--- src/rtl/awnc_ram.sv ---
// generic single write port ram with registered read
// no dependencies
module awnc_ram #(
   parameter int WIDTH = 12,
   parameter int DEPTH = 160
) (
   input  logic                                 clock,
   input  logic                                 we,
   input  logic [(DEPTH > 1 ? $clog2(DEPTH) : 1)-1:0] waddr,
   input  logic [WIDTH-1:0]                     wdata,
   input  logic [(DEPTH > 1 ? $clog2(DEPTH) : 1)-1:0] raddr,
   output logic [WIDTH-1:0]                     rdata
);
   logic [WIDTH-1:0] mem_ff [DEPTH];
   logic [WIDTH-1:0] rdata_ff;

   always_ff @(posedge clock) begin
      if (we) begin
         mem_ff[waddr] <= wdata;
      end
      rdata_ff <= mem_ff[raddr];
   end

   assign rdata = rdata_ff;
endmodule

--- config.mk ---
export PLATFORM = sky130hd
export DESIGN_NAME = awnc_ram
export DESIGN_NICKNAME = d
export VERILOG_FILES = /design/src/rtl/awnc_ram.sv
export SDC_FILE = /design/constraint.sdc
export NUM_CORES = 2
export LEC_CHECK = 0
export BUFFER_PORTS_ARGS = -buffer_cell sky130_fd_sc_hd__buf_2
export CAP_MARGIN = 0
export CORE_ASPECT_RATIO = 0.75
export CORE_MARGIN = 1.5
export CORE_UTILIZATION = 57
export DETAILED_ROUTE_END_ITERATION = 10
export PLACE_DENSITY = 0.76
export SLEW_MARGIN = 20
export SYNTH_ARGS = -nofsm -noshare
export SYNTH_HDL_FRONTEND = slang
export SYNTH_SLANG_ARGS = --single-unit
--- constraint.sdc ---
create_clock -name clock -period 2.5 [get_ports clock]
set_clock_uncertainty 0.2 [all_clocks]
set_input_delay 0.375 -clock clock [delete_from_list [all_inputs] [get_ports clock]]
set_output_delay 0.375 -clock clock [all_outputs]
set_load 0.01 [all_outputs]
### Word-level counts from Yosys, hierarchy flattened

Memories as Yosys holds them, arrays and structs flattened. A register that Yosys moved wholly into a read port is not among the register bits.
Index checks and enable logic that the tools add are counted.

| storage, ports and cells | value |
|---|---|
| bits in registers | 0 |
| memory bits (writable) | 1920 |
| bits of input ports | 30 |
| output and inout port bits | 12 |
| logic and storage cells | 3 |
| memories kept | 1 |

| operators by class | value |
|---|---|
| multiplexer cells | 2 |

Memory list:

| memory | words | bits a word | rd ports | clocked after memory_dff | write ports | line | text |
|---|---|---|---|---|---|---|---|
| mem_ff | 160 | 12 | 1 | 1 | 1 | 14 | `logic [WIDTH-1:0] mem_ff [DEPTH];` |

Operators by type and width:

| cell | count |
|---|---|
| two-way mux 1 bit | 2 |

### Longest topological paths before layout

| logic depth | value |
|---|---|
| word-level depth | 2 |
| mapped depth | 11 |
| gate-level depth less buffers | 6 |

### Worst setup path after synthesis

Ideal clock, no wire load.

| timing | value |
|---|---|
| path kind | input -> register |
| from | input waddr[0] (netlist name) |
| to | memory mem_ff[45][0] (enable) |
| library setup time | 0.380 ns |
| data arrival time | 1.859 ns |
| required time | 1.920 ns |
| path slack | 0.060 ns |
| stages | 5 |
| path buffers | 2 |
| cells stage by stage | clkbuf_1 > nor2b_1 > clkbuf_1 > nand4_1 > nor2_1 |

RTL lines:

| what | line | text |
|---|---|---|
| start: declaration | 9 | `input logic [(DEPTH > 1 ? $clog2(DEPTH) : 1)-1:0] waddr,` |
| end: declaration | 14 |  |

No word-level cell before the write port.

==> run_results.csv <==
group,metric,value,unit
logic_synthesis,yosys_warnings,0,
hold_path,hp-class,"in2reg",
logic_synthesis,yosys.area.top_type,"edfxtp_1",
timing,hold_violations,0,
logic_synthesis,netlist.area_leader.share,0.7658,
layout,final_util,0.6652,
worst_setup_path,worstPathRequired,3000,ps
timing,fin_hold_ws,66.70,ps
layout,final_cell_mix,"edfxtp_1, mux2i_1, buf_4, mux4_2",
worst_setup_path,endpoint_kind,"flip-flop",
routing,drt-total-wl,191800,um
layout,final_common_cell,"edfxtp_1",
worst_setup_path,r2r_cells,7,
routing,drtPass1Iterations,6,
floorplan,die_w,422.7,um
power_and_ir_drop,power_density,753.9,nW/um^2
layout,drive_gt1_frac,0.2550,
logic_synthesis,synth_seq_cells,1932,
cts,clk_latency,840,ps
cts,cts_buffer_depth,3,
worst_setup_path,critPathLaunchType,"flip-flop",
cts,clock-root-buffer,"clkbuf_16",
placed_design,dp.cells,5784,
global_route,grt_pass1_vias,39330,
layout,fillers,8110,
floorplan,ioPinCount,42,
routing,routed-wl-met3,24360,um
outcome,violations,"negative setup slack",
logic_synthesis,postSynthCellCount,3703,
floorplan,start_util,0.5744,
logic_synthesis,ys_top_cells_by_area,"edfxtp_1, mux4_2, mux2i_1, a22oi_1, nor2_1",
floorplan,core,131100,um^2
floorplan,die_h,317.7,um
worst_setup_path,arrival,3000,ps
floorplan,rows,115,
worst_setup_path,cp_max_fo,1,
timing,worstMarginPinSlew,1100,ps
routing,highest_layer,"met5",
logic_synthesis,synth_edf_count,1920,
timing,final_max_slew_viol_count,0,
logic_synthesis,synth_async_sr_flop_share,0,
timing,max-slew-margin-rel,0.2598,
global_route,grt_antenna_before_repair,11,
timing,finalCritPeriodShare,1.002,
logic_synthesis,synth_nets,3733,
timing,fin_crit,2505,ps
global_route,overflow,0,
timing,setup_viol,1,
layout,multiInputGateArea,16000,um^2
routing,wire_per_inst,31.33,um
layout,syn2layout_area_growth,15.81,%
placed_design,gp_congestion,0.9226,
layout,nNetsFinal,4248,
power_and_ir_drop,vdd_drop_max,0.6697,mV
outcome,status,"finished, violations left",
layout,fin_cells,6123,
hold_path,whs_path_depth,4,
logic_synthesis,syn_area,75290,um^2
power_and_ir_drop,leakagePower,0.02889,uW
timing,setup_slack,-4.795,ps
global_route,grt_first_pass_wirelength,277600,um
routing,via_per_inst,6.572,
job,maxCapViolCount,0,
logic_synthesis,ys_types,40,
cts,cts.clk_slew.worst_paths,70,ps
cts,htreeDepth,4,
worst_setup_path,critPathKind,"reg2reg",
routing,route.met2.wl,85680,um
placed_design,port_buffers,41,
routing,met1Wirelength,74740,um
cts,cts_sinks,1932,
global_route,grt_usage,0.2871,
cts,postCtsSetupRepairBufs,0,
logic_synthesis,ys.flop_type,"edfxtp_1",
cts,cts_inserted_buffers,174,
routing,drc_errors,0,
global_route,grt_max_degree,95,
timing,rsz0062_at_grt,"yes",
routing,first_iter_violations,6254,
placed_design,dpl_worst_slack,-912.1,ps
routing,drtAntennaViolNets,0,
floorplan,dieArea,134300,um^2
layout,regArea,57900,um^2
logic_synthesis,ys_seq_area_frac,0.7690,
timing,clock.fmax,0.3992,GHz
routing,routed-via-count,40240,
placed_design,dpl.hpwl,123600,um
cts,cts_tree,"yes",
logic_synthesis,synth_area_per_cell,20.33,um^2
[Yosys cell counts, types with 22 or more instances]
cell / instances
buf_6: 25
edfxtp_1: 1920
a22oi_1: 147
nor2_1: 176
mux2i_1: 432
clkbuf_1: 85
o221ai_1: 49
mux4_2: 296
nand2_1: 88
buf_2: 36
o22ai_1: 22
nand3_1: 34
a21oi_1: 110
[path summary, 6_finish.rpt]
kind                                     from              to  slack [ps]
worst max register to register  mem_ff[23][2]        rdata[2]          -5
worst max-delay path            mem_ff[23][2]        rdata[2]          -5
worst min-delay path                 waddr[2]  mem_ff[142][7]          70
worst min register to register  mem_ff[11][7]        rdata[7]         870
[cells by family after synthesis]
group / Yosys count / synth area share
simple gates: 396 / 0.02328
mux: 731 / 0.1470
flops: 1932 / 0.7690
compound gates: 427 / 0.04065
buf+inv: 217 / 0.02008
[metal layers]
| metal | up-vias | GRT usage |
|---|---|---|
| met5 | - | 0 |
| met4 | 2 | 0.1074 |
| met3 | 353 | 0.06863 |
| met2 | 2765 | 0.4129 |
| met1 | 20710 | 0.4319 |
| li1 | 16410 | - |
[state kept, by name, summed over array words and instances, names as in the netlist]
| name | flops |
|---|---|
| mem_ff | 1920 |
| rdata | 12 |
[report_power, final]
part,leakage [uW],switching [uW],total [uW],internal (uW)
combinational,0.00884,2360,3800,1450
sequential,0.0174,78.2,35800,35700
clock,0.00269,11900,26200,14300
[layout make-up]
class	instances	area share
inverters	4	0.0001865
diodes	8	0.0002296
well taps	1755	0.02518
clock buffers	217	0.05225
flip-flops and latches	1932	0.6640
clock inverters	101	0.01144
repair buffers	552	0.06327
multi-input cells	1554	0.1835
[stage by stage]
stage               total power (uW)  TNS, ps  cell area [um^2]
global placement               40040    -8508             81380
CTS                            65850        0             87100
floorplan                      38270        0             75290
global route                   67280   -196.9             87190
finish                         65740   -4.795             87190
detailed placement             40130    -8822             81380
[timing repair]
item / 4_1_cts / 5_1_grt
hold endpoints to repair: 976 / 0
gates resized for setup: 7 / 14
hold buffers: 13 / 0
pin swaps: 1 / 7
cloned: 0 / 0
setup endpoints to repair: 5 / 8
[critical path: stages (launching register included)]
cell and delay [ps]:
edfxtp_1 350, mux4_2 520, mux2i_2 210, o22a_1 250
nand4_1 340, a221oi_2 290, buf_4 180, a211oi_2 40
Note: power is estimated with default switching activity, not from simulation.
