[src/rtl/awnc_pkg.sv]
// shared types and fixed constants of the adc window averager
// no dependencies
package awnc_pkg;

   typedef logic [1:0]        kind_type;
   typedef logic [1:0]        status_type;
   typedef logic signed [14:0] temp_type;

   // reading kinds
   localparam kind_type KIND_PRESSURE   = 2'd0;
   localparam kind_type KIND_VALVE      = 2'd1;
   localparam kind_type KIND_THERMISTOR = 2'd2;
   localparam kind_type KIND_NONE       = 2'd3;

   // temperature status
   localparam status_type ST_VALID = 2'd0;
   localparam status_type ST_CLAMP = 2'd1;
   localparam status_type ST_ZERO  = 2'd2;
   localparam status_type ST_NONE  = 2'd3;

   // register indexes
   localparam logic [2:0] REG_BETA       = 3'd0;
   localparam logic [2:0] REG_REF_RATIO  = 3'd1;
   localparam logic [2:0] REG_NTC_FIRST  = 3'd2;
   localparam logic [2:0] REG_NTC_COUNT  = 3'd3;
   localparam logic [2:0] REG_PRESS_CNT  = 3'd4;
   localparam logic [2:0] REG_VALVE_CH   = 3'd5;

   // register reset values
   localparam logic [15:0] BETA_RST      = 16'd3950;
   localparam logic [19:0] REF_RATIO_RST = 20'd10000;
   localparam logic [3:0]  NTC_FIRST_RST = 4'd4;
   localparam logic [4:0]  NTC_COUNT_RST = 5'd6;
   localparam logic [4:0]  PRESS_CNT_RST = 5'd3;
   localparam logic [3:0]  VALVE_CH_RST  = 4'd3;

   // serial divider width
   localparam int DIV_W = 48;

   // fixed point constants of the beta equation
   localparam logic [29:0] LN2_Q30 = 30'd744261118;
   localparam logic [63:0] INV_T25_Q40 = ((64'd1 << 40) * 64'd20 + 64'd2981) / 64'd5963;
   localparam logic [DIV_W-1:0] CENTI_Q40 = DIV_W'(64'd100 << 40);
   localparam int LN_SHIFT = 24;
   localparam logic [15:0] KELVIN_CENTI = 16'd27315;
   // kelvin centi bounds that map onto -40 C and 150 C
   localparam logic [DIV_W-1:0] T_LOW_K  = DIV_W'(23315);
   localparam logic [DIV_W-1:0] T_HIGH_K = DIV_W'(42315);
   localparam temp_type T_LOW  = -15'sd4000;
   localparam temp_type T_HIGH = 15'sd15000;
   localparam logic [9:0] LOG_MILLI = 10'd1000;
   localparam logic [6:0] VALVE_DIV = 7'd100;

endpackage

[src/rtl/awnc_log2.sv]
// log2 in q16: one-bit normalize shifts, then one mantissa squaring per cycle
// uses awnc_pkg
module awnc_log2 #(
   parameter int LOG_W = 20
) (
   input  logic                               clock,
   input  logic                               reset,
   input  logic                               start,
   input  logic [LOG_W-1:0]                   x,
   output logic                               done,
   output logic [$clog2(LOG_W)+16-1:0]        result
);
   import awnc_pkg::*;
   localparam int K_W = $clog2(LOG_W);
   localparam logic [1:0] L_IDLE = 2'd0;
   localparam logic [1:0] L_NORM = 2'd1;
   localparam logic [1:0] L_SQ   = 2'd2;

   logic [1:0]       st_ff, st_in;
   logic [LOG_W-1:0] xn_ff, xn_in;
   logic [K_W-1:0]   k_ff, k_in;
   logic [30:0]      m_ff, m_in;
   logic [15:0]      frac_ff, frac_in;
   logic [3:0]       cnt_ff, cnt_in;
   logic             done_ff, done_in;
   logic [61:0]      sq;
   logic [31:0]      sq_hi;

   always_comb begin
      sq      = 62'(m_ff) * 62'(m_ff);
      sq_hi   = sq[61:30];
      st_in   = st_ff;
      xn_in   = xn_ff;
      k_in    = k_ff;
      m_in    = m_ff;
      frac_in = frac_ff;
      cnt_in  = cnt_ff;
      done_in = 1'b0;
      case (st_ff)
         L_IDLE: begin
            if (start) begin
               xn_in   = (x == '0) ? LOG_W'(1) : x;
               k_in    = K_W'(LOG_W - 1);
               frac_in = '0;
               st_in   = L_NORM;
            end
         end
         L_NORM: begin
            if (xn_ff[LOG_W-1]) begin
               m_in   = {xn_ff, {(31 - LOG_W){1'b0}}};
               cnt_in = 4'd15;
               st_in  = L_SQ;
            end else begin
               xn_in = {xn_ff[LOG_W-2:0], 1'b0};
               k_in  = k_ff - 1'b1;
            end
         end
         L_SQ: begin
            if (sq_hi[31]) begin
               m_in            = sq_hi[31:1];
               frac_in[cnt_ff] = 1'b1;
            end else begin
               m_in = sq_hi[30:0];
            end
            cnt_in = cnt_ff - 1'b1;
            if (cnt_ff == 4'd0) begin
               st_in   = L_IDLE;
               done_in = 1'b1;
            end
         end
         default: st_in = L_IDLE;
      endcase
   end

   always_ff @(posedge clock) begin
      if (reset) begin
         st_ff   <= L_IDLE;
         done_ff <= 1'b0;
      end else begin
         st_ff   <= st_in;
         done_ff <= done_in;
      end
      xn_ff   <= xn_in;
      k_ff    <= k_in;
      m_ff    <= m_in;
      frac_ff <= frac_in;
      cnt_ff  <= cnt_in;
   end

   assign done   = done_ff;
   assign result = {k_ff, frac_ff};
endmodule

[config.mk]
export PLATFORM = sky130hd
export DESIGN_NAME = awnc_log2
export DESIGN_NICKNAME = d
export VERILOG_FILES = /design/src/rtl/awnc_pkg.sv /design/src/rtl/awnc_log2.sv
export SDC_FILE = /design/constraint.sdc
export NUM_CORES = 2
export LEC_CHECK = 0
export BUFFER_PORTS_ARGS = -buffer_cell sky130_fd_sc_hd__buf_2
export CAP_MARGIN = 10
export CORE_MARGIN = 10
export CORE_UTILIZATION = 50
export CTS_CLUSTER_SIZE = 20
export DETAILED_ROUTE_END_ITERATION = 10
export HOLD_SLACK_MARGIN = 0.15
export PLACE_DENSITY = 0.66
export SLEW_MARGIN = 10
export SYNTH_ARGS = -nofsm -noshare
export SYNTH_HDL_FRONTEND = slang
export SYNTH_SLANG_ARGS = --single-unit
[constraint.sdc]
create_clock -name clock -period 10.7 [get_ports clock]
set_input_delay 0.535 -clock clock [delete_from_list [all_inputs] [get_ports clock]]
set_output_delay 0.535 -clock clock [all_outputs]
set_load 0.05 [all_outputs]
# Word-level counts from Yosys, hierarchy flattened
# Cells that the tools add are included.
# classes
n_addsub	2
div	0
n_shift	0
n_reduce_logical	13
eq_ne	7
order_cmp	2
n_bitwise	2
mux	22
mul	1
# op_table
cell	n
31-bit by 31-bit multiplier with 62-bit output	1
31-bit 2-to-1 mux	2
31-bit case mux with 2 select lines	1
20-bit 2-to-1 mux	3
20-bit case mux with 2 select lines	1
16-bit 2-to-1 mux	2
16-bit case mux with 2 select lines	1
20-bit zero test	1
16-bit OR	1
5-bit 2-to-1 mux	2
2-bit != test, second input constant	5
5-bit case mux with 2 select lines	1
3-bit AND reduction	3
4-bit case mux with 2 select lines	1
2-bit 2-to-1 mux	3
2-bit case mux with 3 select lines	1
2-bit nonzero test	3
4-bit by 5-bit less-than comparator with 1-bit output, second input constant	1
5-bit by 1-bit subtractor with 5-bit output, second input constant	1
1-bit demux with 4-bit select	1
4-bit by 1-bit greater-or-equal comparator with 1-bit output, second input constant	1
4-bit zero test	1
4-bit 2-to-1 mux	1
2-bit AND reduction	2
other kinds (8)	9
# word_totals
ramBits	0
reg_bits	79
rom_bits	0
output_inout_bits	22
latch_bits	0
n_memories	0

# Longest topological paths before layout
# depth
depth_word	7
depth_mapped	32

# Least setup slack after synthesis
# No wires, ideal clock.
# synth_path
path_kind	register to register
start	register m_ff[9]
end	register frac_ff[0] (enable)
t_arrival_ps	7942
setup_ps	388
synth_period_minus_slack_ps	8330
required_time_ps	10312
setup_slack_ps	2370
stages_incl_launch_ff	28
cell_sequence	edfxtp_1 -> clkbuf_1 -> clkbuf_1 -> nand2_1 -> fa_1 -> inv_1 -> fa_1 -> inv_1 -> fa_1 -> fa_1 -> inv_1 -> fa_1 -> fa_1 -> fa_1 -> fa_1 -> ha_1 -> o21a_1 -> o21bai_1 -> a211o_1 -> a22oi_2 -> a31oi_1 -> or3_4 -> a21oi_1 -> or3_1 -> buf_6 -> buf_8 -> mux2i_1 -> nor2_1
# synth_between
elab_chain_len	3
# synth_rtl
element	line	source
start: declaration	awnc_log2.sv:22	logic [30:0] m_ff, m_in;
start signal: assignment	awnc_log2.sv:85	m_ff <= m_in;
31-bit by 31-bit multiplier with 62-bit output	awnc_log2.sv:30	sq = 62'(m_ff) * 62'(m_ff);
2-bit != test (no source line)	--	
3-bit AND reduction (no source line)	--	
end signal: assignment	awnc_log2.sv:86	frac_ff <= frac_in;
end: declaration	awnc_log2.sv:23	logic [15:0] frac_ff, frac_in;
# Every way passes these cells.
# A chain may end at the register's enable or synchronous reset.

# Worst setup path in the final report
# layout_path
start	register m_ff[27]
end	register frac_ff[13] (enable)
# The elaborated chain is that of the path after synthesis.

==> out/results.txt <==
The synthesized netlist devotes 5.06% of its cell area to compound gates. Adding up every negative setup slack in the final design gives 0 ns. The fraction of synthesized cell area in xor and xnor cells is 1.68%.

In this run the remaining antenna-violating nets after routing total 0. Post-CTS timing repair inserted 0 buffers for setup. Final worst clock skew: 0.00663 ns. After the first detailed-routing iteration, the DRC count stood at 1263. The worst hold path was traced through 2 stages. After synthesis, the largest family of logic cells by area is adder cells. The number of enable flip-flop cells after synthesis came out at 76. The mean area per synthesized cell works out to 9.48 sq um.

The destination of the worst hold path is st_ff[0]$_SDFFE_PP0P_. The tools report the hold path startpoint as reset. The total track usage was 22.2%; the pin count of the biggest net entering global routing was 49.

Setup violations remaining at the end of the flow were counted as 0. The tools report the critical path data required time as 10.78 ns. The tools report the startpoint of the most critical register-to-register path as m_ff[27]$_DFFE_PP_.

The post-route netlist has 4.20% of its cells at a drive strength greater than 1. The residual DRC count was 0. The tools report the endpoint of the worst register-to-register path as frac_ff[13]$_SDFFCE_PN0P_. Headroom to the max-slew limit came out at 16.6%. The highest cell delay on the worst timing path is 0.87 ns. After synthesis, the largest area contributor takes up 48.7% of total cell area.

At the end of routability-driven placement, the weighted congestion stood at 0.940. The logs give 63400 um for the HPWL after detailed placement and 30700 sq um for the netlist area before placement. The most common cell type on the critical path was sky130_fd_sc_hd__fa_1. The maximum root-to-sink buffer count came out at 2.

The tools report the filler-free cell count of the finished design as 3995. The number of antenna diodes in the final layout is 0. Net count after synthesis: 4281. The dominant cell type by area after synthesis is sky130_fd_sc_hd__fa_1.

The cell sitting at the root of the clock tree is a sky130_fd_sc_hd__clkbuf_16. Subtracting the final worst setup slack from the clock period gives 9.33 ns. After synthesis, the cell types taking the most area are sky130_fd_sc_hd__fa_1, sky130_fd_sc_hd__ha_1, sky130_fd_sc_hd__inv_1. The first global-routing pass estimated 124000 um of wire.

Compared with the post-synthesis result, the final layout area differs by 4.33%. Number of violations of the max-capacitance limit: 0. The initial cell density of the core was 50.7%; the standard cell area after detailed placement was 31700 sq um. The number of vias per cell after detailed routing came out at 5.22. The slowest cell on the critical path is sky130_fd_sc_hd__edfxtp_1.

The final instance area was 32000 sq um. In the layout the commonest cells are sky130_fd_sc_hd__inv_1, sky130_fd_sc_hd__fa_1, sky130_fd_sc_hd__nand2_1. Along the worst path, the maximum fanout reaches 16. The number of top-level pins was 45.

The floorplan step set the die height to 268 um. The run gives 0 as the final max-slew violation count. Setup repair after global routing left no endpoint under its margin. The total count of hold-check failures in the final report was 0; the number of instances in the synthesized netlist was 3237.

The clock sink count is 79. The multiplexer fraction of the synthesized cell area works out to 0.730%. The count of standard-cell rows was 90; the number of distinct standard cells referenced by the synthesized netlist was 65.

The clock-pin slew on the worst setup and hold paths is 0.06 ns. For the number of antenna violations at the first check in global routing, the log shows 4. The path depth of the worst reg2reg path came out at 24. The tools report the standard cell core area as 60600 sq um. Data on the critical path arrives at its endpoint at 9.40 ns. The tools report the total number of vias as 20900. The total congestion overflow after global routing came out at 0. During placement, the flow inserted port buffers numbering 44. The number of synthesized register bits is 79. Buffers inserted during clock tree synthesis total 9. The fraction of registers with async set/reset was 0%. The ratio of final minimum period to clock period was 87.2%. After synthesis, flip-flops and latches occupy 7.63% of the total area. At the end of the flow the core is filled with cells to 52.9%. For the floorplan die area, the log shows 71700 sq um. STA classifies the critical path startpoint as a flip-flop. Of the total synthesized cell area, the portion taken by full adders, half adders and majority gates is 59.9%.

The critical path goes through inv_1, nor2_1, inv_1, fa_1, inv_1, fa_1, fa_1, fa_1, fa_1, fa_1, fa_1, ha_1, ha_1, a21oi_1, o21ai_2, nor3_1, a22oi_2, a31oi_1, or3_4, a21oi_1, or3_1, mux2i_1, nor2_1, buf_4. For this run, the detailed router's first-pass iteration total came to 5. The via count of the first global-routing pass is 23200. For the worst-skew pair, the clock arrives at the later sink with an insertion delay of 0.34 ns. TritonCTS built the clock tree.

The final layout contains routed wiring with a total length of 75200 um. The net count of the finished layout is 4252. Counting tap cells, the placed design contains a total of 3979 instances. The post-CTS resize count is 0. In the final routed layout, each cell accounts on average for 18.8 um. The path class of the tightest hold or removal check is input port to flip-flop. The flow ran to the end, and the final reports show no timing, DRC or antenna violations. The number of synthesis warnings came out at 0. STA classifies the critical path endpoint as a flip-flop.

The most used flip-flop cell after synthesis is sky130_fd_sc_hd__edfxtp_1. The synthesized netlist devotes 12.0% of its cell area to simple gates. The transition time at the pin with the least slew margin is 1.25 ns. The most common cell after layout, fill and taps aside was sky130_fd_sc_hd__inv_1.

Measured along the x axis, the die boundary spans 268 um. Category of the most critical setup path: flip-flop to flip-flop. Across all register-to-register paths, the minimum setup slack is 1.37 ns. For this run, the top clock speed supported by timing is 107 MHz.

In this run the number of H-tree levels came out at 3. In this run, post-CTS hold repair placed 0 buffers.
[through the flow]
step / hold slack (ns) / setup WS, ns
finish: 0.393 / 1.37
global route: 0.393 / 1.06
CTS: 0.382 / 1.51
detailed placement: 0.562 / 1.55
global placement: 0.545 / 1.56
floorplan: 0.529 / 2.37
[area by class of cell]
cell class	instances	area (sq um)
repair buffers	93	601
well taps	782	978
clock buffers	9	225
flip-flops and latches	79	2340
clock inverters	7	71.3
multi-input cells	2114	24400
fillers	5604	28600
inverters	911	3420
[routing by layer]
metal | vias to the layer above | global-route usage (%) | wire (um)
met5 | - | 0 | 18
met4 | 4 | 6.41 | 2460
met3 | 123 | 3.48 | 4710
met2 | 569 | 38.7 | 38000
met1 | 10700 | 28.2 | 30000
li1 | 9492 | - | -
[synthesized netlist by cell type (all sizes together) (19+ instances only)]
cell / instances
inv: 910
fa: 747
nand2: 368
ha: 274
and2: 191
clkbuf: 121
nor2: 96
edfxtp: 76
a21oi: 74
a21o: 39
xnor2: 38
o21ai: 36
xor2: 21
a31oi: 20
nand3b: 20
mux2i: 19
nor3: 19
[cells by family (layout without fill, tap and decap cells)]
| logic type | count (synthesis) | count (layout) |
|---|---|---|
| compound gates | 239 | 239 |
| xor+xnor | 59 | 59 |
| fa+ha+maj | 1021 | 1021 |
| buf+inv | 1044 | 1020 |
| flops | 79 | 79 |
| mux | 22 | 22 |
| simple gates | 773 | 773 |
[worst max-delay path: cells and delay by family, from the launching register on]
family | cells | cell delay (ns)
buffers and inverters | 4 | 0.89
multiplexers | 1 | 0.23
adder cells (fa/ha/maj) | 9 | 4.06
AND/OR/NAND/NOR | 5 | 1.82
flip-flops | 1 | 0.87
AO/OA/AOI/OAI | 5 | 1.17
[worst max-delay path by stage]
stage                          start  cells past startpoint                   endpoint  slack (ns)
2_1_floorplan  m_ff[9]$_SDFFCE_PN0P_                     27   frac_ff[0]$_SDFFCE_PN0P_        2.37
3_3_place_gp   m_ff[5]$_SDFFCE_PN0P_                     25   frac_ff[0]$_SDFFCE_PN0P_        1.56
3_5_place_dp   m_ff[5]$_SDFFCE_PN0P_                     25   frac_ff[0]$_SDFFCE_PN0P_        1.55
4_1_cts        m_ff[4]$_SDFFCE_PN0P_                     25   frac_ff[0]$_SDFFCE_PN0P_        1.51
5_1_grt        m_ff[4]$_SDFFCE_PN0P_                     25  frac_ff[14]$_SDFFCE_PN0P_        1.06
6_report          m_ff[27]$_DFFE_PP_                     24  frac_ff[13]$_SDFFCE_PN0P_        1.37
[registers in the layout, summed over array words and instances, names as in the netlist]
| signal | count |
|---|---|
| cnt_ff | 4 |
| xn_ff | 20 |
| frac_ff | 16 |
| k_ff | 5 |
| done | 1 |
| st_ff | 2 |
| m_ff | 31 |
Power is left out: the tool's default activity adds up to more than one toggle a clock period on the data nets, which glitch-free logic cannot reach.
