--- src/rtl/awnc_pkg.sv ---
// shared types and fixed constants of the adc window averager
// no dependencies
package awnc_pkg;

   typedef logic [1:0]        kind_type;
   typedef logic [1:0]        status_type;
   typedef logic signed [14:0] temp_type;

   // reading kinds
   localparam kind_type KIND_PRESSURE   = 2'd0;
   localparam kind_type KIND_VALVE      = 2'd1;
   localparam kind_type KIND_THERMISTOR = 2'd2;
   localparam kind_type KIND_NONE       = 2'd3;

   // temperature status
   localparam status_type ST_VALID = 2'd0;
   localparam status_type ST_CLAMP = 2'd1;
   localparam status_type ST_ZERO  = 2'd2;
   localparam status_type ST_NONE  = 2'd3;

   // register indexes
   localparam logic [2:0] REG_BETA       = 3'd0;
   localparam logic [2:0] REG_REF_RATIO  = 3'd1;
   localparam logic [2:0] REG_NTC_FIRST  = 3'd2;
   localparam logic [2:0] REG_NTC_COUNT  = 3'd3;
   localparam logic [2:0] REG_PRESS_CNT  = 3'd4;
   localparam logic [2:0] REG_VALVE_CH   = 3'd5;

   // register reset values
   localparam logic [15:0] BETA_RST      = 16'd3950;
   localparam logic [19:0] REF_RATIO_RST = 20'd10000;
   localparam logic [3:0]  NTC_FIRST_RST = 4'd4;
   localparam logic [4:0]  NTC_COUNT_RST = 5'd6;
   localparam logic [4:0]  PRESS_CNT_RST = 5'd3;
   localparam logic [3:0]  VALVE_CH_RST  = 4'd3;

   // serial divider width
   localparam int DIV_W = 48;

   // fixed point constants of the beta equation
   localparam logic [29:0] LN2_Q30 = 30'd744261118;
   localparam logic [63:0] INV_T25_Q40 = ((64'd1 << 40) * 64'd20 + 64'd2981) / 64'd5963;
   localparam logic [DIV_W-1:0] CENTI_Q40 = DIV_W'(64'd100 << 40);
   localparam int LN_SHIFT = 24;
   localparam logic [15:0] KELVIN_CENTI = 16'd27315;
   // kelvin centi bounds that map onto -40 C and 150 C
   localparam logic [DIV_W-1:0] T_LOW_K  = DIV_W'(23315);
   localparam logic [DIV_W-1:0] T_HIGH_K = DIV_W'(42315);
   localparam temp_type T_LOW  = -15'sd4000;
   localparam temp_type T_HIGH = 15'sd15000;
   localparam logic [9:0] LOG_MILLI = 10'd1000;
   localparam logic [6:0] VALVE_DIV = 7'd100;

endpackage

--- src/rtl/awnc_div.sv ---
// restoring divider, one quotient bit per cycle
// uses awnc_pkg for the datapath width
module awnc_div (
   input  logic                        clock,
   input  logic                        reset,
   input  logic                        start,
   input  logic [awnc_pkg::DIV_W-1:0]  num,
   input  logic [awnc_pkg::DIV_W-1:0]  den,
   output logic                        done,
   output logic [awnc_pkg::DIV_W-1:0]  quotient
);
   import awnc_pkg::*;
   localparam int CNT_W = $clog2(DIV_W + 1);

   logic             busy_ff, busy_in;
   logic             done_ff, done_in;
   logic [CNT_W-1:0] cnt_ff, cnt_in;
   logic [DIV_W-1:0] rem_ff, rem_in;
   logic [DIV_W-1:0] quo_ff, quo_in;
   logic [DIV_W-1:0] den_ff, den_in;
   logic [DIV_W:0]   trial;
   logic             fits;

   always_comb begin
      trial   = {rem_ff, quo_ff[DIV_W-1]};
      fits    = trial >= {1'b0, den_ff};
      busy_in = busy_ff;
      done_in = 1'b0;
      cnt_in  = cnt_ff;
      rem_in  = rem_ff;
      quo_in  = quo_ff;
      den_in  = den_ff;
      if (start) begin
         busy_in = 1'b1;
         cnt_in  = CNT_W'(DIV_W);
         rem_in  = '0;
         quo_in  = num;
         den_in  = den;
      end else if (busy_ff) begin
         rem_in = fits ? DIV_W'(trial - {1'b0, den_ff}) : DIV_W'(trial);
         quo_in = {quo_ff[DIV_W-2:0], fits};
         cnt_in = cnt_ff - 1'b1;
         if (cnt_ff == CNT_W'(1)) begin
            busy_in = 1'b0;
            done_in = 1'b1;
         end
      end
   end

   always_ff @(posedge clock) begin
      if (reset) begin
         busy_ff <= 1'b0;
         done_ff <= 1'b0;
         cnt_ff  <= '0;
      end else begin
         busy_ff <= busy_in;
         done_ff <= done_in;
         cnt_ff  <= cnt_in;
      end
      rem_ff <= rem_in;
      quo_ff <= quo_in;
      den_ff <= den_in;
   end

   assign done     = done_ff;
   assign quotient = quo_ff;
endmodule

--- config.mk ---
export PLATFORM = sky130hd
export DESIGN_NAME = awnc_div
export DESIGN_NICKNAME = d
export VERILOG_FILES = /design/src/rtl/awnc_pkg.sv /design/src/rtl/awnc_div.sv
export SDC_FILE = /design/constraint.sdc
export NUM_CORES = 1
export LEC_CHECK = 0
export ABC_AREA = 1
export BUFFER_PORTS_ARGS = -buffer_cell sky130_fd_sc_hd__buf_4
export CAP_MARGIN = 20
export CORE_UTILIZATION = 55
export CTS_CLUSTER_DIAMETER = 200
export DETAILED_ROUTE_END_ITERATION = 10
export PLACE_DENSITY_LB_ADDON = 0.3
export SLEW_MARGIN = 20
export SYNTH_ARGS = -nofsm -noshare
export SYNTH_HDL_FRONTEND = slang
export SYNTH_SLANG_ARGS = --single-unit
--- constraint.sdc ---
create_clock -name clock -period 3 [get_ports clock]
set_input_delay 0.45 -clock clock [delete_from_list [all_inputs] [get_ports clock]]
set_output_delay 0.45 -clock clock [all_outputs]
set_load 0.01 [all_outputs]
# == After elaboration in Yosys (flattened, before gate mapping) ==
# Index checks and enable logic that the tools add are counted.
# totals
output_inout_bits,49
input_bits,99
regBits,152
wordCells,24
# classes
n_eq_ne,1
muxes,9
n_lt_le_gt_ge,1
n_bitwise,1
reduce_logical,3
add_sub_neg,2
# ops
operator,count
two-way mux 48 bit,3
>= comparator 49 x 48 -> 1 bit,1
subtractor 48 bit,1
two-way mux 6 bit,2
== test 6 x 1 -> 1 bit (second input constant),1
subtractor 6 x 1 -> 6 bit (second input constant),1
two-way mux 1 bit,4
OR reduction 3 bit,1
nonzero test 2 bit,1
OR reduction 2 bit,1
NOT 1 bit,1

# == Depth between registers and ports, before layout ==
# Gate-level depths: netlist of run 1.
# depth
word_depth,4
ltp_mapped,18
mapped_depth_nobuf,17

# == Worst setup path before layout of run 1 ==
# No wires, ideal clock.
# synth_path
path_type,input to register
startpoint,in start
endpoint,"reg quo_ff[0] (netlist: quotient[0]), enable pin"
n_path_buf,2
t_required_ps,2598
setup_ps,402
arrival_ps,1914
path_stages,4
slack_ps,684
cell_sequence,clkbuf_1 nor2_1 clkbuf_1 inv_1
# synth_via
elab_chain_cells,1
# synth_lines
item,line,source
"start, declared",awnc_div.sv:6,"input logic start,"
nonzero test 2 bit (no source line),-,
"end signal, assigned",awnc_div.sv:61,quo_ff <= quo_in;
"end, declared",awnc_div.sv:19,"logic [DIV_W-1:0] quo_ff, quo_in;"
# No other way between the ends.
# A chain may end at the register's enable or synchronous reset.

# == Worst setup path in the final report of run 1 ==
# layout_path
startpoint,reg den_ff[28]
endpoint,reg rem_ff[20]
# layout_via
elab_chain_cells,2
# layout_lines
item,line,source
"start, declared",awnc_div.sv:20,"logic [DIV_W-1:0] den_ff, den_in;"
"start signal, assigned",awnc_div.sv:62,den_ff <= den_in;
>= comparator 49 x 48 -> 1 bit,awnc_div.sv:26,"fits = trial >= {1'b0, den_ff};"
two-way mux 48 bit,awnc_div.sv:40,"rem_in = fits ? DIV_W'(trial - {1'b0, den_ff}) : DIV_W'(trial);"
"end signal, assigned",awnc_div.sv:60,rem_ff <= rem_in;
"end, declared",awnc_div.sv:18,"logic [DIV_W-1:0] rem_ff, rem_in;"
# No other way between the ends.

==> results of run 1 <==
-- kinds of logic after synthesis --
| group | count (synthesis) | synth area share (%) |
|---|---|---|
| DFF | 152 | 37.5 |
| AOI/OAI and AO/OA | 35 | 1.83 |
| buffers and inverters | 375 | 13.7 |
| xor gates and xnor gates | 27 | 2.22 |
| and+or+nand+nor | 998 | 38.7 |
| adders and majority gates | 51 | 6.05 |
-- routing by layer --
metal / vias to the layer above / global-route usage [%] / share of wire [%]
li1: 5273 / - / -
met1: 4622 / 39.2 / 43
met2: 398 / 52.3 / 47
met3: 52 / 6.45 / 7.3
met4: 0 / 12.1 / 3.0
met5: - / 0 / 0
-- cells in the final DEF, fill, tap and decap left out, types with 2 or more instances in the layout --
cell,count
nand3_2,3
nor2_4,2
xor2_1,4
a21oi_1,26
a211oi_1,3
nand3b_1,4
buf_12,2
xnor2_1,23
ha_1,50
edfxtp_1,96
inv_2,5
nand4_1,62
and2_1,2
or2_2,2
nand2_2,4
nand3_1,90
nand2_1,719
nor3_2,2
o21bai_1,2
inv_8,4
nor2_1,93
bufinv_16,3
clkbuf_16,17
inv_1,327
inv_6,4
dfxtp_1,56
buf_4,158
nor3_1,5
nor2_2,7
-- per-stage QoR --
step / power (mW) / cells / hold slack, ns / instance area [sq um]
finish: 5.56 / 2048 / 0.178 / 12700
global route: 5.74 / 2048 / 0.167 / 12700
CTS: 5.57 / 2048 / 0.171 / 12700
detailed placement: 3.22 / 2016 / 0.463 / 12000
global placement: 3.21 / 2016 / 0.460 / 12000
floorplan: 2.88 / 1638 / 0.449 / 10700
-- sequential cells by signal (all words and copies together) (netlist names) --
name      cells
done          1
busy_ff       1
den_ff       48
cnt_ff        6
rem_ff       48
quotient     48
-- final cells by class --
| type | instances | area [sq um] |
|---|---|---|
| Timing Repair Buffer | 160 | 1230 |
| Fill cell | 1675 | 6170 |
| Clock buffer | 18 | 429 |
| Tap cell | 260 | 325 |
| Multi-Input combinational cell | 1111 | 5220 |
| Clock inverter | 14 | 203 |
| Inverter | 333 | 1250 |
| Sequential cell | 152 | 4000 |
-- cells in the mapped netlist (2+ instances only) --
| master | n | area, sq um |
|---|---|---|
| nand2_1 | 719 | 2700 |
| inv_1 | 328 | 1230 |
| edfxtp_1 | 96 | 2880 |
| nor2_1 | 95 | 357 |
| nand3_1 | 90 | 450 |
| nand4_1 | 62 | 388 |
| dfxtp_1 | 56 | 1120 |
| ha_1 | 50 | 626 |
| a21oi_1 | 26 | 130 |
| clkbuf_1 | 25 | 93.8 |
| xnor2_1 | 23 | 201 |
| buf_2 | 8 | 40.0 |
| nor2_2 | 6 | 37.5 |
| buf_6 | 5 | 56.3 |
| nor3_1 | 5 | 25.0 |
| inv_2 | 4 | 15.0 |
| nand2_2 | 4 | 25.0 |
| nand3b_1 | 4 | 30.0 |
| xor2_1 | 4 | 35.0 |
| a211oi_1 | 3 | 22.5 |
| nand3_2 | 3 | 30.0 |
| and2_1 | 2 | 12.5 |
| buf_1 | 2 | 7.51 |
| buf_4 | 2 | 15.0 |
| nor3_2 | 2 | 20.0 |
| o21bai_1 | 2 | 15.0 |
| or2_2 | 2 | 12.5 |
-- worst register-to-register path: stages (launching register included) --
cell and delay [ns]:
edfxtp_1 0.34, inv_1 0.05, ha_1 0.34, nand2_1 0.12
nor2_1 0.30, nand2_1 0.15, nor2_1 0.22, nand3_2 0.14
buf_4 0.34, nand4_1 0.26, nand3_1 0.09, nand2_1 0.09
-- path summary, 6_finish.rpt --
check | startpoint | endpoint
max | den_ff[28] | rem_ff[20]
min | reset | cnt_ff[4]
max reg2reg | den_ff[28] | rem_ff[20]
min reg2reg | rem_ff[11] | rem_ff[11]
-- power by group --
part	leakage [nW]	internal (mW)	switching [mW]
registers	1.42	2.38	0.0658
clock network	0.307	1.35	1.02
logic	5.21	0.314	0.429
==> metrics.md, run 1 <==
| Metric | Value |
|---|---|
| Outcome | `finished clean` |
| Core area | `18,800 sq um` |
| Crit-path most repeated cell | `nand2_1` |
| Largest net degree at the start of global routing | `54` |
| N_diodes | `0` |
| Nets@finish | `1,925` |
| Overall die width | `141 um` |
| Max stage delay on crit path | `0.34 ns` |
| CTS Root Buffer Type | `clkbuf_16` |
| First-pass GRT wire length | `48,400 um` |
| P&R area growth vs syn | `18.6%` |
| Crit path time final | `2.50 ns` |
| CTS sink cnt | `152` |
| Vias in the first global route | `9,820` |
| Top delay family on crit path | `simple AND/OR/NAND/NOR gates` |
| Syn avg cell area | `6.51 sq um` |
| Die area | `20,000 sq um` |
| Die height | `141 um` |
| Ys flop type | `edfxtp_1` |
| IO Port Bufs | `147` |
| Iteration-0 DRC count of the detailed router | `759` |
| Vias/cell | `5.05` |
| Synth cell types | `37` |
| Total track usage | `31.1%` |
| Initial DRT Pass Iterations | `5` |
| Tcrit/Tclk final | `83.3%` |
| DP HPWL | `22,600 um` |
| Final max-slew violation count | `0` |
| Max Clk Rate | `400 MHz` |
| Syn Nets | `1,788` |
| Post-Syn Area | `10,700 sq um` |
| Peak VDD IR | `0.000359 V` |
| Setup WS post-layout | `0.500 ns` |
| Crit path depth | `11` |
| # resized after CTS | `0` |
| RSZ-0062 raised after global routing | `false` |
| Setup tns final | `0 ns` |
| Setup bufs post-CTS | `0` |
| Leakage | `6.93 nW` |
| Post-CTS Hold Buffers | `0` |
| CTS tree | `done` |
| PD cells | `439 nW/um^2` |
| Reg-to-reg slack, setup | `0.50 ns` |
| Worst Hold Depth | `2` |
| Least-Margin Pin Slew | `0.768 ns` |
| Cell Rows | `50` |
| Setup crit end kind | `flop` |
| Via count | `10,300` |
| Share of layout cells above drive strength 1 | `12.2%` |
| HP Class | `in2reg` |
| Initial Utilization | `56.7%` |
| TritonCTS Buffers | `17` |
| Worst-path clk slew | `0.08 ns` |
| Antenna viol nets, final | `0` |
| Worst path cell trace | `inv_1, ha_1, nand2_1, nor2_1, nand2_1, nor2_1, nand3_2, buf_4, nand4_1, nand3_1, nand2_1` |
| Routability cong. | `1.03` |
| Final Hold Viols | `0` |
| Arr. time, crit path | `2.87 ns` |
| Number of buffer and inverter stages on the critical path | `2` |
| Register area share after synthesis | `37.5%` |
| Layout Utilization | `67.2%` |
| Asr flop ratio synth | `0%` |
| Slew headroom | `48.5%` |
| Syn Inst Count | `1,638` |
| Worst Setup Start Kind | `flop` |
| Req. time, crit path | `3.37 ns` |
| Initial antenna violation count | `0` |
| Post-synth EDFFs | `96` |
| CP max stage cell | `edfxtp_1` |
| Clock Tree Buf Depth | `2` |
| Seq cells post-synth | `152` |
| # H-tree levels | `4` |
| Final WL | `30,200 um` |
| Worst skew pair latency | `0.44 ns` |
| Max FO, Critical Path | `48` |
| GRT overflow | `0` |
| # setup viols final | `0` |
| Remaining DRCs | `0` |
| DR WL/cell | `14.7 um` |
| Yosys warnings | `0` |
| Max-cap violations | `0` |
| IO Pins | `148` |
| Pre-CTS setup slack | `0.546 ns` |
| Clock skew | `0.0177 ns` |
| Setup CP Type | `reg2reg` |
| R2R depth | `11` |
No activity file was read; power rests on OpenSTA's default activity.
==> inputs of run 2 (changes only) <==
Settings changed: CORE_UTILIZATION 55 to 53.
Clock period 3 ns to 2.02 ns, I/O delays scaled along.
==> run 2 against run 1 <==
Compared with the run above:
- cell count up 12%
- largest power group unchanged
- the flow now finishes with violations (negative setup slack)
- critical path depth up 7
- combinational power up 100%
- critical endpoint is now rem_ff[26]
- worst setup slack lost 0.83 ns
==> metrics.md, run 2 (synthesis results as in run 1) <==
| Metric | Value |
|---|---|
| Worst-path clk slew | `0.08 ns (about the same)` |
| Layout Utilization | `81.0% (+14 points)` |
| DP HPWL | `23,900 um (+5.9%)` |
| Core area | `19,600 sq um (+4.0%)` |
| Reg-to-reg endpoint | `rem_ff[26]` |
| GRT overflow | `0 (unchanged)` |
| R2R depth | `18 (+7)` |
| IO Pins | `148 (unchanged)` |
| # setup viols final | `49 (+49)` |
| HP Class | `in2reg` |
| Vias in the first global route | `11,500 (+17%)` |
| Worst Setup Start Kind | `flop` |
| Crit path time final | `2.35 ns (-0.150 ns)` |
| Final WL | `37,000 um (+23%)` |
| Fillers | `1,293 (-23%)` |
| Worst Hold Depth | `1 (-1)` |
| Post-Place Cells | `2,220 (+10%)` |
| Initial antenna violation count | `0 (unchanged)` |
| Worst skew pair latency | `0.45 ns (about the same)` |
| Setup WS post-layout | `-0.330 ns (-0.830 ns)` |
| CTS tree | `done` |
| Arr. time, crit path | `2.73 ns (-0.14 ns)` |
| Share of layout cells above drive strength 1 | `33.1% (+21 points)` |
| Routability cong. | `0.986 (-4.0%)` |
| Pre-CTS setup slack | `-0.401 ns (-0.947 ns)` |
| Power Total | `8.40 mW (+51%)` |
| Commonest non-fill, non-tap cell in the layout | `nand2_1` |
| Vias/cell | `5.18 (+2.6%)` |
| Non-Filler Instances | `2,291 (+12%)` |
| First-pass GRT wire length | `55,900 um (+16%)` |
| Setup CP Type | `reg2reg` |
| Final Hold Viols | `0 (unchanged)` |
| Clock skew | `0.0224 ns (+0.00471 ns)` |
| Largest net degree at the start of global routing | `52 (-3.7%)` |
| Die area | `20,700 sq um (+3.7%)` |
| Clock Tree Buf Depth | `2 (unchanged)` |
| Final max-slew violation count | `0 (unchanged)` |
| Via count | `11,900 (+15%)` |
| Initial Utilization | `54.5% (-2.2 points)` |
| Iteration-0 DRC count of the detailed router | `891 (+17%)` |
| Overall die width | `144 um (+1.8%)` |
| P&R area growth vs syn | `48.8%` |
| Setup crit end kind | `flop` |
| Tcrit/Tclk final | `116% (+33 points)` |
| Req. time, crit path | `2.40 ns (-0.97 ns)` |
| Total track usage | `35.4% (+4.3 points)` |
| IO Port Bufs | `147 (unchanged)` |
| Antenna viol nets, final | `0 (unchanged)` |
| Leakage | `8.51 nW (+23%)` |
| Setup tns final | `-13.02 ns (-13.02 ns)` |
| Violated checks | `negative setup slack` |
| Slew headroom | `56.4% (+7.9 points)` |
| Hold Path Sink | `den_ff[12]` |
| Nets@finish | `2,163 (+12%)` |
| Post-CTS Hold Buffers | `0 (unchanged)` |
| Peak VDD IR | `0.000529 V (+47%)` |
| Cell Rows | `51 (+2.0%)` |
| Remaining DRCs | `0 (unchanged)` |
| Min-delay src | `den[12]` |
| Most frequent cells in the layout | `632 x nand2_1, 372 x buf_4, 298 x inv_1, 96 x edfxtp_1, 72 x nor2_1` |
| CTS Root Buffer Type | `clkbuf_16` |
| Die height | `144 um (+1.8%)` |
| Max FO, Critical Path | `8 (-83%)` |
| Reg2reg start | `den_ff[26]` |
| Max-cap violations | `0 (unchanged)` |
| Reg-to-reg slack, setup | `-0.33 ns (-0.83 ns)` |
| Max Clk Rate | `426 MHz (+6.4%)` |
| PD cells | `529 nW/um^2 (+21%)` |
| TritonCTS Buffers | `17 (unchanged)` |
| RSZ-0062 raised after global routing | `true` |
| N_diodes | `0 (unchanged)` |
| Initial DRT Pass Iterations | `5 (unchanged)` |
| DR WL/cell | `16.2 um (+9.6%)` |
| # H-tree levels | `4 (unchanged)` |
| Least-Margin Pin Slew | `0.653 ns (-0.115 ns)` |
| CTS sink cnt | `152 (unchanged)` |
| Outcome | `finished, violations left` |
[run 2: layer usage]
metal,track usage (%),share of wire [%],up-vias,wire (um)
li1,-,-,5758,-
met1,41.6,40,5436,14800
met2,61.4,48,558,17800
met3,7.63,7.8,116,2900
met4,16.1,4.2,0,1550
met5,0,0,-,0
[run 2: power breakdown]
part           total, mW  switching [mW]  internal, mW
Sequential          3.64           0.109          3.53
Clock               3.24            1.59          1.65
Combinational       1.52           0.795         0.721
Total               8.40            2.49          5.90
[run 2: worst max path at each step]
stage	startpoint	endpoint	slack, ns	depth (start not counted)
floorplan	den_ff[2]	quotient[0]	-0.02	17
global placement	den_ff[32]	rem_ff[36]	-0.30	12
detailed placement	den_ff[13]	rem_ff[43]	-0.40	11
CTS	den_ff[22]	quotient[0]	-0.24	16
global route	den_ff[3]	rem_ff[26]	-0.43	12
finish	den_ff[26]	rem_ff[26]	-0.33	18
[run 2: stage by stage]
| step | area [sq um] | hold WS [ns] |
|---|---|---|
| finish | 15900 | 0.0239 |
| detailed placement | 13600 | 0.466 |
| global placement | 13600 | 0.463 |
| floorplan | 10700 | 0.372 |
| global route | 15900 | 0.00955 |
| CTS | 15400 | 0.0133 |
[run 2: what timing repair did]
action | CTS | global route
setup endpoints to repair | 49 | 49
gates cloned | 8 | 0
gates resized for setup | 170 | 116
pin swaps | 20 | 35
buffers inserted | 25 | 8
[run 2: area by class of cell]
type / count / area [sq um] / area share (%)
flip-flops and latches: 152 / 4000 / 25.2
clock inverters: 14 / 149 / 0.938
inverters: 333 / 1250 / 7.90
multi-input cells: 1111 / 6380 / 40.2
clock buffers: 18 / 429 / 2.70
well taps: 265 / 332 / 2.09
repair buffers: 398 / 3330 / 21.0
[run 2: worst max-delay path, stage by stage, from the launching register on]
cell	delay, ns
edfxtp_1	0.38
inv_2	0.07
ha_4	0.21
nand2_1	0.09
nand2_1	0.09
nand2_2	0.10
nand2_2	0.08
nand2_2	0.07
nand2_2	0.06
inv_2	0.07
nand2_4	0.05
a21oi_4	0.16
buf_12	0.13
nand3_4	0.16
buf_6	0.17
buf_12	0.15
nand2_2	0.09
nand3_2	0.07
nand2_1	0.08
